[config.mk]
export PLATFORM = sky130hd
export DESIGN_NAME = button_matrix_scanner
export DESIGN_NICKNAME = d
export VERILOG_FILES = /design/src/hw/rtl/bms_pkg.sv /design/src/hw/rtl/bms_lane.sv /design/src/hw/rtl/bms_ctrl.sv /design/src/hw/rtl/bms_merge.sv /design/src/hw/rtl/button_matrix_scanner.sv
export VERILOG_INCLUDE_DIRS = /design/src /design/src/hw/rtl
export SDC_FILE = /design/constraint.sdc
export NUM_CORES = 1
export LEC_CHECK = 0
export BUFFER_PORTS_ARGS = -buffer_cell sky130_fd_sc_hd__buf_2
export CAP_MARGIN = 10
export CELL_PAD_IN_SITES_DETAIL_PLACEMENT = 1
export CELL_PAD_IN_SITES_GLOBAL_PLACEMENT = 2
export CORE_UTILIZATION = 30
export DETAILED_ROUTE_END_ITERATION = 8
export MAX_ROUTING_LAYER = met4
export PLACE_DENSITY_LB_ADDON = 0.1
export SLEW_MARGIN = 0
export SYNTH_ARGS = -nofsm -noshare
export SYNTH_HDL_FRONTEND = slang
export SYNTH_SLANG_ARGS = --single-unit
[constraint.sdc]
create_clock -name aclk -period 7 [get_ports aclk]
set_input_delay 0.35 -clock aclk [delete_from_list [all_inputs] [get_ports aclk]]
set_output_delay 0.35 -clock aclk [all_outputs]
set_load 0.005 [all_outputs]
[src/hw/rtl/button_matrix_scanner_macros.svh]
// Assertion macros shared by the button matrix scanner RTL.
`ifndef BUTTON_MATRIX_SCANNER_MACROS_SVH
`define BUTTON_MATRIX_SCANNER_MACROS_SVH

`ifndef ASSERT_OFF
// Checked on every rising clock edge, quiet while reset is held.
`define BMS_ASSERT(label, prop, msg) \
    label: assert property (@(posedge aclk) disable iff (!aresetn) prop) else $error(msg);
// Checked on every rising clock edge, reset included.
`define BMS_ASSERT_ALWAYS(label, prop, msg) \
    label: assert property (@(posedge aclk) prop) else $error(msg);
`else
`define BMS_ASSERT(label, prop, msg)
`define BMS_ASSERT_ALWAYS(label, prop, msg)
`endif

`endif

[src/hw/rtl/bms_pkg.sv]
// Shared types, constants and helpers for the button matrix scanner.
package bms_pkg;

    localparam int MAX_ROWS_DEF    = 8;
    localparam int MAX_COLS_DEF    = 8;
    localparam int BUTTON_BITS_DEF = 64;

    localparam int CNT_W    = 5;   // holds a clamped row or column count, at most 15
    localparam int REGCNT_W = 4;
    localparam int SETTLE_W = 8;
    localparam int LEVEL_W  = 8;
    localparam int MAPIDX_W = 3;
    localparam int NUM_W    = 6;
    localparam int DRIVE_W  = 8;
    localparam int OUTBITS_W = 64;

    localparam logic [REGCNT_W-1:0] ROW_COUNT_RST = 4'd8;
    localparam logic [REGCNT_W-1:0] COL_COUNT_RST = 4'd8;
    localparam logic [SETTLE_W-1:0] SETTLE_RST    = 8'd5;

    typedef enum logic [1:0] {
        REG_ROW_COUNT = 2'd0,
        REG_COL_COUNT = 2'd1,
        REG_SETTLE    = 2'd2,
        REG_NONE      = 2'd3
    } reg_idx_t;

    typedef enum logic {
        PH_HIGH = 1'b0,
        PH_LOW  = 1'b1
    } phase_t;

    typedef struct packed {
        logic               sample;
        logic               done;
        logic [DRIVE_W-1:0] drive;
    } ctrl_t;

    // Count as used by the scan: zero reads as one, large values saturate.
    function automatic logic [CNT_W-1:0] clamp_count(input logic [REGCNT_W-1:0] count,
                                                     input int max_count);
        logic [CNT_W-1:0] wide;
        logic [CNT_W-1:0] lim;
        wide = CNT_W'(count);
        lim  = CNT_W'(max_count);
        if (wide == '0) begin
            return CNT_W'(1);
        end else if (wide > lim) begin
            return lim;
        end
        return wide;
    endfunction

endpackage

[src/hw/rtl/bms_lane.sv]
// One column lane: button map entries of its column and the hit decode.
module bms_lane #(
    parameter int MAX_ROWS    = bms_pkg::MAX_ROWS_DEF,
    parameter int BUTTON_BITS = bms_pkg::BUTTON_BITS_DEF,
    localparam int RW = (MAX_ROWS > 1) ? $clog2(MAX_ROWS) : 1
) (
    input  logic                     aclk,
    input  logic                     aresetn,
    input  logic                     wr_en,
    input  logic [RW-1:0]            wr_row,
    input  logic [bms_pkg::NUM_W-1:0] wr_num,
    input  logic [RW-1:0]            rd_row,
    input  logic                     sense,
    output logic [BUTTON_BITS-1:0]   hit
);
    import bms_pkg::*;

    logic             valid_reg [MAX_ROWS];
    logic [NUM_W-1:0] num_reg   [MAX_ROWS];

    always_ff @(posedge aclk) begin
        if (!aresetn) begin
            for (int i = 0; i < MAX_ROWS; i++) begin
                valid_reg[i] <= 1'b0;
            end
        end else if (wr_en) begin
            valid_reg[wr_row] <= 1'b1;
        end
    end

    always_ff @(posedge aclk) begin
        if (wr_en) begin
            num_reg[wr_row] <= wr_num;
        end
    end

    always_comb begin
        hit = '0;
        if (sense && valid_reg[rd_row]) begin
            hit = BUTTON_BITS'(1) << num_reg[rd_row];
        end
    end

endmodule

[src/hw/rtl/bms_ctrl.sv]
// Scan sequencer: settle counter, row drive phase and row index.
module bms_ctrl #(
    parameter int MAX_ROWS = bms_pkg::MAX_ROWS_DEF,
    localparam int RW = (MAX_ROWS > 1) ? $clog2(MAX_ROWS) : 1
) (
    input  logic                         aclk,
    input  logic                         aresetn,
    input  logic                         tick,
    input  logic [bms_pkg::SETTLE_W-1:0] settle,
    input  logic [bms_pkg::CNT_W-1:0]    rows_use,
    output logic [RW-1:0]                row_idx,
    output bms_pkg::ctrl_t               ctrl
);
    import bms_pkg::*;

    phase_t              phase_reg, phase_next;
    logic [RW-1:0]       row_reg, row_next;
    logic [SETTLE_W-1:0] wait_reg, wait_next;
    logic                settled;
    logic                last_row;

    assign settled  = (wait_reg >= settle);
    assign last_row = (CNT_W'(row_reg) + CNT_W'(1)) >= rows_use;

    always_ff @(posedge aclk) begin
        if (!aresetn) begin
            phase_reg <= PH_HIGH;
            row_reg   <= '0;
            wait_reg  <= '0;
        end else begin
            phase_reg <= phase_next;
            row_reg   <= row_next;
            wait_reg  <= wait_next;
        end
    end

    always_comb begin
        phase_next = phase_reg;
        row_next   = row_reg;
        wait_next  = wait_reg;
        if (tick) begin
            if (!settled) begin
                wait_next = wait_reg + SETTLE_W'(1);
            end else begin
                wait_next = '0;
                unique case (phase_reg)
                    PH_HIGH: begin
                        phase_next = PH_LOW;
                    end
                    PH_LOW: begin
                        phase_next = PH_HIGH;
                        row_next   = last_row ? '0 : row_reg + RW'(1);
                    end
                    default: begin
                        phase_next = PH_HIGH;
                    end
                endcase
            end
        end
    end

    // Outputs describe the item being accepted now, from the state before it.
    always_comb begin
        ctrl.drive  = '0;
        ctrl.sample = 1'b0;
        ctrl.done   = 1'b0;
        unique case (phase_reg)
            PH_HIGH: begin
                ctrl.drive  = DRIVE_W'(DRIVE_W'(1) << row_reg);
                ctrl.sample = settled;
            end
            PH_LOW: begin
                ctrl.done = settled && last_row;
            end
            default: begin
                ctrl.drive = '0;
            end
        endcase
    end

    assign row_idx = row_reg;

endmodule

[src/hw/rtl/bms_merge.sv]
// Combines lane hits into the scan accumulator and holds the last full scan.
module bms_merge #(
    parameter int MAX_COLS    = bms_pkg::MAX_COLS_DEF,
    parameter int BUTTON_BITS = bms_pkg::BUTTON_BITS_DEF
) (
    input  logic                   aclk,
    input  logic                   aresetn,
    input  logic [BUTTON_BITS-1:0] hits [MAX_COLS],
    input  logic                   sample,
    input  logic                   done,
    output logic [BUTTON_BITS-1:0] scan_bits
);
    import bms_pkg::*;

    logic [BUTTON_BITS-1:0] pending_reg, pending_next;
    logic [BUTTON_BITS-1:0] accum_reg, accum_next;
    logic [BUTTON_BITS-1:0] last_reg, last_next;
    logic [BUTTON_BITS-1:0] merged;
    logic [BUTTON_BITS-1:0] lane_or;

    always_comb begin
        lane_or = '0;
        for (int c = 0; c < MAX_COLS; c++) begin
            lane_or = lane_or | hits[c];
        end
    end

    // The hits of the previous sample pass through the pending register before the
    // accumulator takes them, so the completing tick sees them through this bypass.
    assign merged       = accum_reg | pending_reg;
    assign pending_next = sample ? lane_or : '0;
    assign accum_next   = done ? '0 : merged;
    assign last_next    = done ? merged : last_reg;

    always_ff @(posedge aclk) begin
        if (!aresetn) begin
            pending_reg <= '0;
            accum_reg   <= '0;
            last_reg    <= '0;
        end else begin
            pending_reg <= pending_next;
            accum_reg   <= accum_next;
            last_reg    <= last_next;
        end
    end

    assign scan_bits = last_next;

endmodule

[src/hw/rtl/button_matrix_scanner.sv]
// The result beat of an item is registered, in the output or the skid register, before it is offered.
// Throughput: one item per cycle while the skid stage is empty; each column lane decodes combinationally.
// A two-entry output register and skid stage keep s_tready high while one result is pending.
// Reset (aresetn low, synchronous) clears the map valid flops at once, the scan state,
// the bitmaps and the counts (8 rows, 8 columns, settle 5); no clearing pass follows.
`include "button_matrix_scanner_macros.svh"

module button_matrix_scanner #(
    parameter int MAX_ROWS    = bms_pkg::MAX_ROWS_DEF,
    parameter int MAX_COLS    = bms_pkg::MAX_COLS_DEF,
    parameter int BUTTON_BITS = bms_pkg::BUTTON_BITS_DEF
) (
    input  logic        aclk,
    input  logic        aresetn,
    // Input channel.
    input  logic        s_tvalid,
    output logic        s_tready,
    input  logic [23:0] s_tdata,  // column_levels[7:0], map_row[10:8], map_col[13:11],
                                  // map_number[19:14], zero [23:20]
    input  logic [0:0]  s_tuser,  // mode[0]
    // Result channel.
    output logic        m_tvalid,
    input  logic        m_tready,
    output logic [71:0] m_tdata,  // row_drive[7:0], button_bits[71:8]
    output logic        m_tlast,  // scan_done
    // Configuration port.
    input  logic        psel,
    input  logic        penable,
    input  logic        pwrite,
    input  logic [3:0]  paddr,
    input  logic [31:0] pwdata,
    output logic [31:0] prdata,
    output logic        pready
);
    import bms_pkg::*;

    localparam int RW    = (MAX_ROWS > 1) ? $clog2(MAX_ROWS) : 1;
    localparam int OUT_W = DRIVE_W + OUTBITS_W;

    // Configuration registers.
    logic [REGCNT_W-1:0] row_count_reg;
    logic [REGCNT_W-1:0] col_count_reg;
    logic [SETTLE_W-1:0] settle_reg;
    reg_idx_t            reg_sel;
    logic                cfg_wr;

    assign pready  = 1'b1;
    assign reg_sel = reg_idx_t'(paddr[3:2]);
    assign cfg_wr  = psel && penable && pwrite && pready;

    always_ff @(posedge aclk) begin
        if (!aresetn) begin
            row_count_reg <= ROW_COUNT_RST;
            col_count_reg <= COL_COUNT_RST;
            settle_reg    <= SETTLE_RST;
        end else if (cfg_wr) begin
            unique case (reg_sel)
                REG_ROW_COUNT: row_count_reg <= pwdata[REGCNT_W-1:0];
                REG_COL_COUNT: col_count_reg <= pwdata[REGCNT_W-1:0];
                REG_SETTLE:    settle_reg    <= pwdata[SETTLE_W-1:0];
                default:       settle_reg    <= settle_reg;
            endcase
        end
    end

    always_comb begin
        unique case (reg_sel)
            REG_ROW_COUNT: prdata = 32'(row_count_reg);
            REG_COL_COUNT: prdata = 32'(col_count_reg);
            REG_SETTLE:    prdata = 32'(settle_reg);
            default:       prdata = '0;
        endcase
    end

    // Input beat fields.
    logic                in_accept;
    logic                mode;
    logic [LEVEL_W-1:0]  levels;
    logic [MAPIDX_W-1:0] map_row;
    logic [MAPIDX_W-1:0] map_col;
    logic [NUM_W-1:0]    map_number;
    logic                tick;
    logic                map_ok;
    logic [CNT_W-1:0]    rows_use;
    logic [CNT_W-1:0]    cols_use;

    assign in_accept  = s_tvalid && s_tready;
    assign mode       = s_tuser[0];
    assign levels     = s_tdata[7:0];
    assign map_row    = s_tdata[10:8];
    assign map_col    = s_tdata[13:11];
    assign map_number = s_tdata[19:14];
    assign tick       = in_accept && !mode;
    assign rows_use   = clamp_count(row_count_reg, MAX_ROWS);
    assign cols_use   = clamp_count(col_count_reg, MAX_COLS);
    assign map_ok     = in_accept && mode
                        && (CNT_W'(map_row) < rows_use)
                        && (CNT_W'(map_col) < cols_use)
                        && ({1'b0, map_number} < (NUM_W+1)'(BUTTON_BITS));

    // Sequencer.
    logic [RW-1:0] row_idx;
    ctrl_t         ctrl;

    bms_ctrl #(
        .MAX_ROWS (MAX_ROWS)
    ) u_ctrl (
        .aclk     (aclk),
        .aresetn  (aresetn),
        .tick     (tick),
        .settle   (settle_reg),
        .rows_use (rows_use),
        .row_idx  (row_idx),
        .ctrl     (ctrl)
    );

    // Column lanes.
    logic [BUTTON_BITS-1:0] hits [MAX_COLS];

    for (genvar c = 0; c < MAX_COLS; c++) begin : g_lane
        logic sense;
        logic wr_en;

        if (c < LEVEL_W) begin : g_sensed
            assign sense = levels[c] && (CNT_W'(c) < cols_use);
        end else begin : g_unsensed
            assign sense = 1'b0;
        end

        assign wr_en = map_ok && (CNT_W'(map_col) == CNT_W'(c));

        bms_lane #(
            .MAX_ROWS    (MAX_ROWS),
            .BUTTON_BITS (BUTTON_BITS)
        ) u_lane (
            .aclk    (aclk),
            .aresetn (aresetn),
            .wr_en   (wr_en),
            .wr_row  (RW'(map_row)),
            .wr_num  (map_number),
            .rd_row  (row_idx),
            .sense   (sense),
            .hit     (hits[c])
        );
    end

    // Merge stage.
    logic [BUTTON_BITS-1:0] scan_bits;

    bms_merge #(
        .MAX_COLS    (MAX_COLS),
        .BUTTON_BITS (BUTTON_BITS)
    ) u_merge (
        .aclk      (aclk),
        .aresetn   (aresetn),
        .hits      (hits),
        .sample    (tick && ctrl.sample),
        .done      (tick && ctrl.done),
        .scan_bits (scan_bits)
    );

    // Result beat and skid stage.
    logic [OUT_W-1:0] res_data;
    logic             res_last;
    logic             out_valid_reg, skid_valid_reg;
    logic [OUT_W-1:0] out_data_reg, skid_data_reg;
    logic             out_last_reg, skid_last_reg;
    logic             out_take;

    assign res_data = {OUTBITS_W'(scan_bits), ctrl.drive};
    assign res_last = tick && ctrl.done;
    assign out_take = m_tvalid && m_tready;
    assign s_tready = !skid_valid_reg;

    always_ff @(posedge aclk) begin
        if (!aresetn) begin
            out_valid_reg  <= 1'b0;
            skid_valid_reg <= 1'b0;
        end else if (out_take) begin
            if (skid_valid_reg) begin
                skid_valid_reg <= 1'b0;
            end else begin
                out_valid_reg <= in_accept;
            end
        end else if (in_accept) begin
            if (out_valid_reg) begin
                skid_valid_reg <= 1'b1;
            end else begin
                out_valid_reg <= 1'b1;
            end
        end
    end

    always_ff @(posedge aclk) begin
        if (skid_valid_reg && out_take) begin
            out_data_reg <= skid_data_reg;
            out_last_reg <= skid_last_reg;
        end else if (in_accept && (out_take || !out_valid_reg)) begin
            out_data_reg <= res_data;
            out_last_reg <= res_last;
        end
        if (in_accept && out_valid_reg && !out_take) begin
            skid_data_reg <= res_data;
            skid_last_reg <= res_last;
        end
    end

    assign m_tvalid = out_valid_reg;
    assign m_tdata  = out_data_reg;
    assign m_tlast  = out_last_reg;

    `BMS_ASSERT(a_skid_needs_out, skid_valid_reg |-> out_valid_reg, "skid full, output empty")
    `BMS_ASSERT(a_drive_onehot0, $onehot0(ctrl.drive), "row drive is not one-hot or zero")
    `BMS_ASSERT(a_done_rows_low, tick && ctrl.done |-> ctrl.drive == '0, "row driven at scan end")
    `BMS_ASSERT(a_no_sample_and_done, !(ctrl.sample && ctrl.done), "sample and done together")

endmodule
[Word level (Yosys, flattened, before mapping)]
Memories as Yosys holds them, arrays and structs flattened. A register that Yosys moved wholly into a read port is not among the register bits.
Cells that the tools add are included.
Word-level totals
  register bits: 368
  word-level logic and storage cells: 267
  input port bits: 68
  output and inout port bits: 108
  memory bits (writable): 448
  memories: 16
Memory list
  g_lane[0].u_lane.num_reg: depth 8, width 6, read ports 1, clocked after Yosys merged registers in 1, wr ports 1, RTL line bms_lane.sv:19  | logic [NUM_W-1:0] num_reg [MAX_ROWS];
  g_lane[1].u_lane.num_reg: depth 8, width 6, read ports 1, clocked after Yosys merged registers in 1, wr ports 1, RTL line bms_lane.sv:19
  g_lane[2].u_lane.num_reg: depth 8, width 6, read ports 1, clocked after Yosys merged registers in 1, wr ports 1, RTL line bms_lane.sv:19
  g_lane[3].u_lane.num_reg: depth 8, width 6, read ports 1, clocked after Yosys merged registers in 1, wr ports 1, RTL line bms_lane.sv:19
  g_lane[4].u_lane.num_reg: depth 8, width 6, read ports 1, clocked after Yosys merged registers in 1, wr ports 1, RTL line bms_lane.sv:19
  g_lane[5].u_lane.num_reg: depth 8, width 6, read ports 1, clocked after Yosys merged registers in 1, wr ports 1, RTL line bms_lane.sv:19
  10 more memories
Operators by class
  add/subtract/negate cells: 3
  muxes and demuxes: 122
  eq/ne operators: 10
  $lt $le $gt $ge: 14
  shifts and indexed selects: 9
  reduce and logical (&&, ||, !) cells: 68
  bitwise gates (word level): 10
Operators with widths (count)
  $mux W64: 9
  $or A64 B64 Y64: 8
  $shl A1 B6 Y64 const A: 8
  $mux W72: 2
  $mux W3: 41
  $mux W1: 60
  $logic_and A1 B1 Y1: 39
  $mux W5: 6
  $pmux W8 S3: 1
  $lt A3 B5 Y1 const A: 4
  $mux W8: 2
  $reduce_and A2 Y1: 7
  $eq A3 B3 Y1 const B: 4
  $lt A1 B5 Y1 const A: 2
  $lt A2 B5 Y1 const A: 2
  $lt A3 B5 Y1: 2
  $add A8 B1 Y8 const B: 1
  $ge A8 B8 Y1: 1
  $gt A4 B4 Y1 const B: 2
  $logic_not A4 Y1: 2
  $reduce_or A1 Y1: 8
  $shl A1 B3 Y8 const A: 1
  $eq A3 B2 Y1 const B: 2
  $ge A5 B5 Y1: 1
  other kinds (15): 21

[Longest topological paths before layout]
  depth after elaboration: 15
  gate-level depth with buffers: 13
  depth with buffers taken out: 9

[Hierarchy]
From an unflattened synthesis, not the netlist that was laid out.
Second synthesis, totals
  cells, all modules: 3351
  area total of the unflattened synthesis: 39320.2 sq um
By module, submodules not included
  bms_lane: area each 3075.4 sq um, seq. area each 1601.5 sq um, cells each 260, times used 8
  button_matrix_scanner: area each 7010.5 sq um, seq. area each 4744.6 sq um, cells each 400, times used 1
  bms_merge: area each 6693.9 sq um, seq. area each 3843.7 sq um, cells each 747, times used 1
  bms_ctrl: area each 1012.2 sq um, seq. area each 240.2 sq um, cells each 124, times used 1

[Least setup slack after synthesis]
OpenSTA, ideal clock, no wires.
  path type: input to register
  start: in s_tvalid
  end: reg out_data_reg[0], in the netlist m_tdata[0], enable pin
  library setup time: 528 ps
  required time: 6472 ps
  arrival: 4241 ps
  path buffers: 0
  stages: 3
  setup slack: 2230 ps
  cell sequence: nor2b_1 -> a21oi_1 -> a21oi_1
On the way
  cells in the longest elaborated chain, start to end: 3
Ends and longest elaborated chain
  start: declaration: RTL line button_matrix_scanner.sv:16  | input logic s_tvalid,
  $logic_and A1 B1 Y1: RTL line button_matrix_scanner.sv:87  | assign in_accept = s_tvalid && s_tready;
  $logic_and A1 B1 Y1: RTL line button_matrix_scanner.sv:198  | end else if (in_accept && (out_take || !out_valid_reg)) begin
  $reduce_bool A2 Y1 (no source line)
  end signal: assignment: RTL line button_matrix_scanner.sv:196  | out_data_reg <= skid_data_reg;
  end signal: assignment: RTL line button_matrix_scanner.sv:199  | out_data_reg <= res_data;
  end: declaration: RTL line button_matrix_scanner.sv:166  | logic [OUT_W-1:0] out_data_reg, skid_data_reg;
Every way passes these cells.
A chain may end at the register's enable or synchronous reset.

==> flow_summary.yaml <==
grt:
  gr-usage-met1_pct: 31.29
  grt_util_met2_pct: 35.95
  grt_usage_pct: 23.33
  antenna_found_initial: 6
  grt_max_degree: 80
  grtUsageMet3_pct: 3.378
  overflow: 0
  busiest_layer: "met2"
  grt_first_pass_wirelength_um: 207800
  grt_pass1_vias: 28220
setup_path:
  rr_worst_depth: 7
  crit_arrival_ns: 5.40
  rrSetupSlack_ns: 2.18
  critical-path-max-stage-delay_ns: 0.97
  crit_chain: "buf_4, mux4_2, mux2i_1, nand2_1, nor3_1, a22oi_1, a31oi_1"
  crit_end: "u_merge.pending_reg[56]"
  cp-start-kind: "flip-flop"
  critPathKind: "flip-flop to flip-flop"
  end_kind: "flip-flop"
  cp_data_required_time_ns: 7.58
  slowest_stage: "dfxtp_4"
  crit_fanout: 58
  r2r_end: "u_merge.pending_reg[56]"
synthesis:
  syn_area_um2: 37290
  synthArstFlopShare_pct: 0
  yosysWarnings: 0
  avgSynthCellArea_um2: 12.05
  yosys_most_used_dff: "edfxtp_1"
  ys_seq_elements: 819
  syn_inst: 3096
  synth_cell_types: 92
  synth-edff-count: 530
  synth-seq-area-share_pct: 58.19
clock_network:
  cts_tree: "built"
  clk_path_buf_depth: 3
  clkLatencyLatePin_ns: 0.73
  htree_levels: 3
  clock_sinks: 819
  cts_buffers: 93
  cts.clk_slew.worst_paths_ns: 0.06
  cts-root-buf: "clkbuf_16"
sta:
  hold_viol_final: 0
  period_share_pct: 68.83
  fin_ws_ns: 2.182
  rsz0062_at_grt: "no"
  holdWs_ns: 0.06110
  finalCriticalPeriod_ns: 4.818
  worstMarginPinSlew_ns: 1.384
  clock.fmax_mhz: 207.5
  fin_skew_ns: 0.04354
  setup_tns_ns: 0
  setup_viol: 0
  slew_headroom_pct: 7.403
  slew_viol_final: 0
floorplan:
  die_width_um: 354.6
  io_pins: 176
  num_rows: 128
  die_area_um2: 125700
  core_um2: 122500
  die-height_um: 354.6
  initial_core_util_pct: 30.44
final_layout:
  nets: 3252
  largest_reg_flops: 384
  drive_gt1_share_pct: 17.43
  syn_to_final_growth_pct: 13.77
  post-route-util_pct: 34.63
  nFillCells: 13070
  design_area_um2: 42430
power_and_ir_drop:
  total_leakage_power_uw: 0.01307
  combPwrFrac_pct: 2.5
  clock_power_share_pct: 47.2
  ir_drop_mv: 0.2400
  p_seq_share_pct: 50.3
  switching_share_pct: 21.78
  p_int_uw: 8089
  powerDensity_nw_per_um2: 243.8
  p_switching_uw: 2253
place:
  pre_cts_ws_ns: 2.275
  placed_area_um2: 39270
  io_buffers: 120
  hpwl_um: 98370
  gp_congestion: 0.9772
routing:
  vias_per_cell: 5.608
  firstDrtPassIters: 6
  drt_drc_violations_left: 0
  routedWlPerCell_um: 29.51
  ant_nets: 0
  num_vias: 27300
  drt_iter0_drc: 2033
  drt_wl_total_um: 143700
worst_hold_path:
  hp-class: "input pin to flip-flop"
  min_from: "s_tvalid"
flow_run:
  max_cap_violations: 0
run_status:
  status: "complete, no violations"
-- timing repair --
item,in CTS,in global routing
buffers inserted,0,0
hold endpoints to repair,17,0
gates resized for setup,0,0
hold buffers,10,0
-- worst max-delay path, delay by kind of cell, from the launching register on --
kind	cells	cell delay [ns]
AND/OR/NAND/NOR	2	1.25
multiplexers	2	1.12
flip-flops	1	0.97
buffers and inverters	1	0.63
AO/OA/AOI/OAI	2	0.57
-- per-layer routing --
metal	vias to the layer above	share of wire [%]
li1	12130	-
met1	14150	46
met2	759	46
met3	263	4.4
met4	0	3.5
met5	-	0
-- how the worst min path moves through the flow --
stage                                          endpoint  cells past startpoint
after floorplan           g_lane[0].u_lane.valid_reg[1]                      2
after global placement    g_lane[0].u_lane.valid_reg[5]                      2
after detailed placement  g_lane[4].u_lane.valid_reg[4]                      2
after CTS                                      m_tvalid                      3
after global routing                           m_tvalid                      3
final                                          m_tvalid                      3
-- layout by cell type (no fill, tap or decap), types with 25 or more instances in the layout --
cell type,synthesis,routed
buf_2,34,121
a31oi_1,120,120
clkbuf_1,142,25
mux4_2,68,68
nor2_1,402,399
clkbuf_16,0,95
nand3_1,32,31
mux2_2,45,45
nand4_1,36,36
a21oi_1,36,35
mux2i_1,104,104
nand2_1,207,207
and4_1,66,66
dfxtp_1,289,286
edfxtp_1,530,530
o31ai_1,132,131
conb_1,2,25
a22oi_1,115,115
nor4_1,107,107
a2111oi_0,37,37
nor3_1,193,193
buf_4,38,65
-- kinds of logic (layout without fill, tap and decap cells) --
family | after synthesis | count (layout) | synth area share [%]
AND/OR/NAND/NOR | 1188 | 1188 | 16.37
flip-flops | 819 | 819 | 58.19
AO/OA/AOI/OAI | 540 | 540 | 11.03
buffers and inverters | 272 | 389 | 3.912
multiplexers | 245 | 245 | 9.542
adder cells (fa/ha/maj) | 23 | 23 | 0.7717
XOR/XNOR | 7 | 7 | 0.1644
other | 2 | 32 | 0.02014
-- area by class of cell --
class | count | area, µm² | share of cell area (%)
Sequential cell | 819 | 21710 | 51.18
Timing Repair Buffer | 198 | 1234 | 2.908
Tap cell | 1625 | 2033 | 4.792
Antenna cell | 7 | 17.52 | 0.04129
Clock buffer | 128 | 2581 | 6.084
Clock inverter | 42 | 450.4 | 1.062
Inverter | 21 | 78.83 | 0.1858
Multi-Input combinational cell | 2028 | 14320 | 33.75
-- power by group through the flow --
| stage | registers (µW) | clock network (µW) | logic, µW |
|---|---|---|---|
| after floorplan | 5310 | 0 | 111 |
| after global placement | 5300 | 0 | 258 |
| after detailed placement | 5300 | 0 | 264 |
| after CTS | 5200 | 5030 | 269 |
| after global routing | 5200 | 5200 | 285 |
| final | 5200 | 4880 | 259 |
-- metrics by stage --
step | total power [µW] | instances
finish | 10340 | 4868
global route | 10680 | 4863
CTS | 10500 | 4860
detailed placement | 5568 | 4680
global placement | 5561 | 4680
floorplan | 5419 | 3119
-- cell usage after synthesis, types with 8 or more instances --
library cell  number  area [µm²]
a2111oi_0         37       324.1
a2111oi_1          9       90.09
a2111oi_2         15       225.2
a21oi_1           36       180.2
a22oi_1          115       863.3
a31oi_1          120       750.7
and2_1             8       50.05
and4_1            66       578.1
buf_1              9       33.78
buf_2             34       170.2
buf_4             38       285.3
buf_6             22       247.7
clkbuf_1         142       533.0
dfxtp_1          289        5786
edfxtp_1         530       15920
ha_1              23       287.8
inv_1             21       78.83
mux2_2            45       506.7
mux2i_1          104        1041
mux2i_2           13       178.9
mux4_2            68        1531
nand2_1          207       777.0
nand2b_1          14       87.58
nand3_1           32       160.2
nand3b_1          12       90.09
nand4_1           36       225.2
nor2_1           402        1509
nor2_2            13       81.33
nor2b_1           14       87.58
nor3_1           193       965.9
nor3b_1           19       142.6
nor4_1           107       669.4
o21ai_0           14       70.07
o31ai_1          132       991.0
Power figures use the tool's default switching activity.
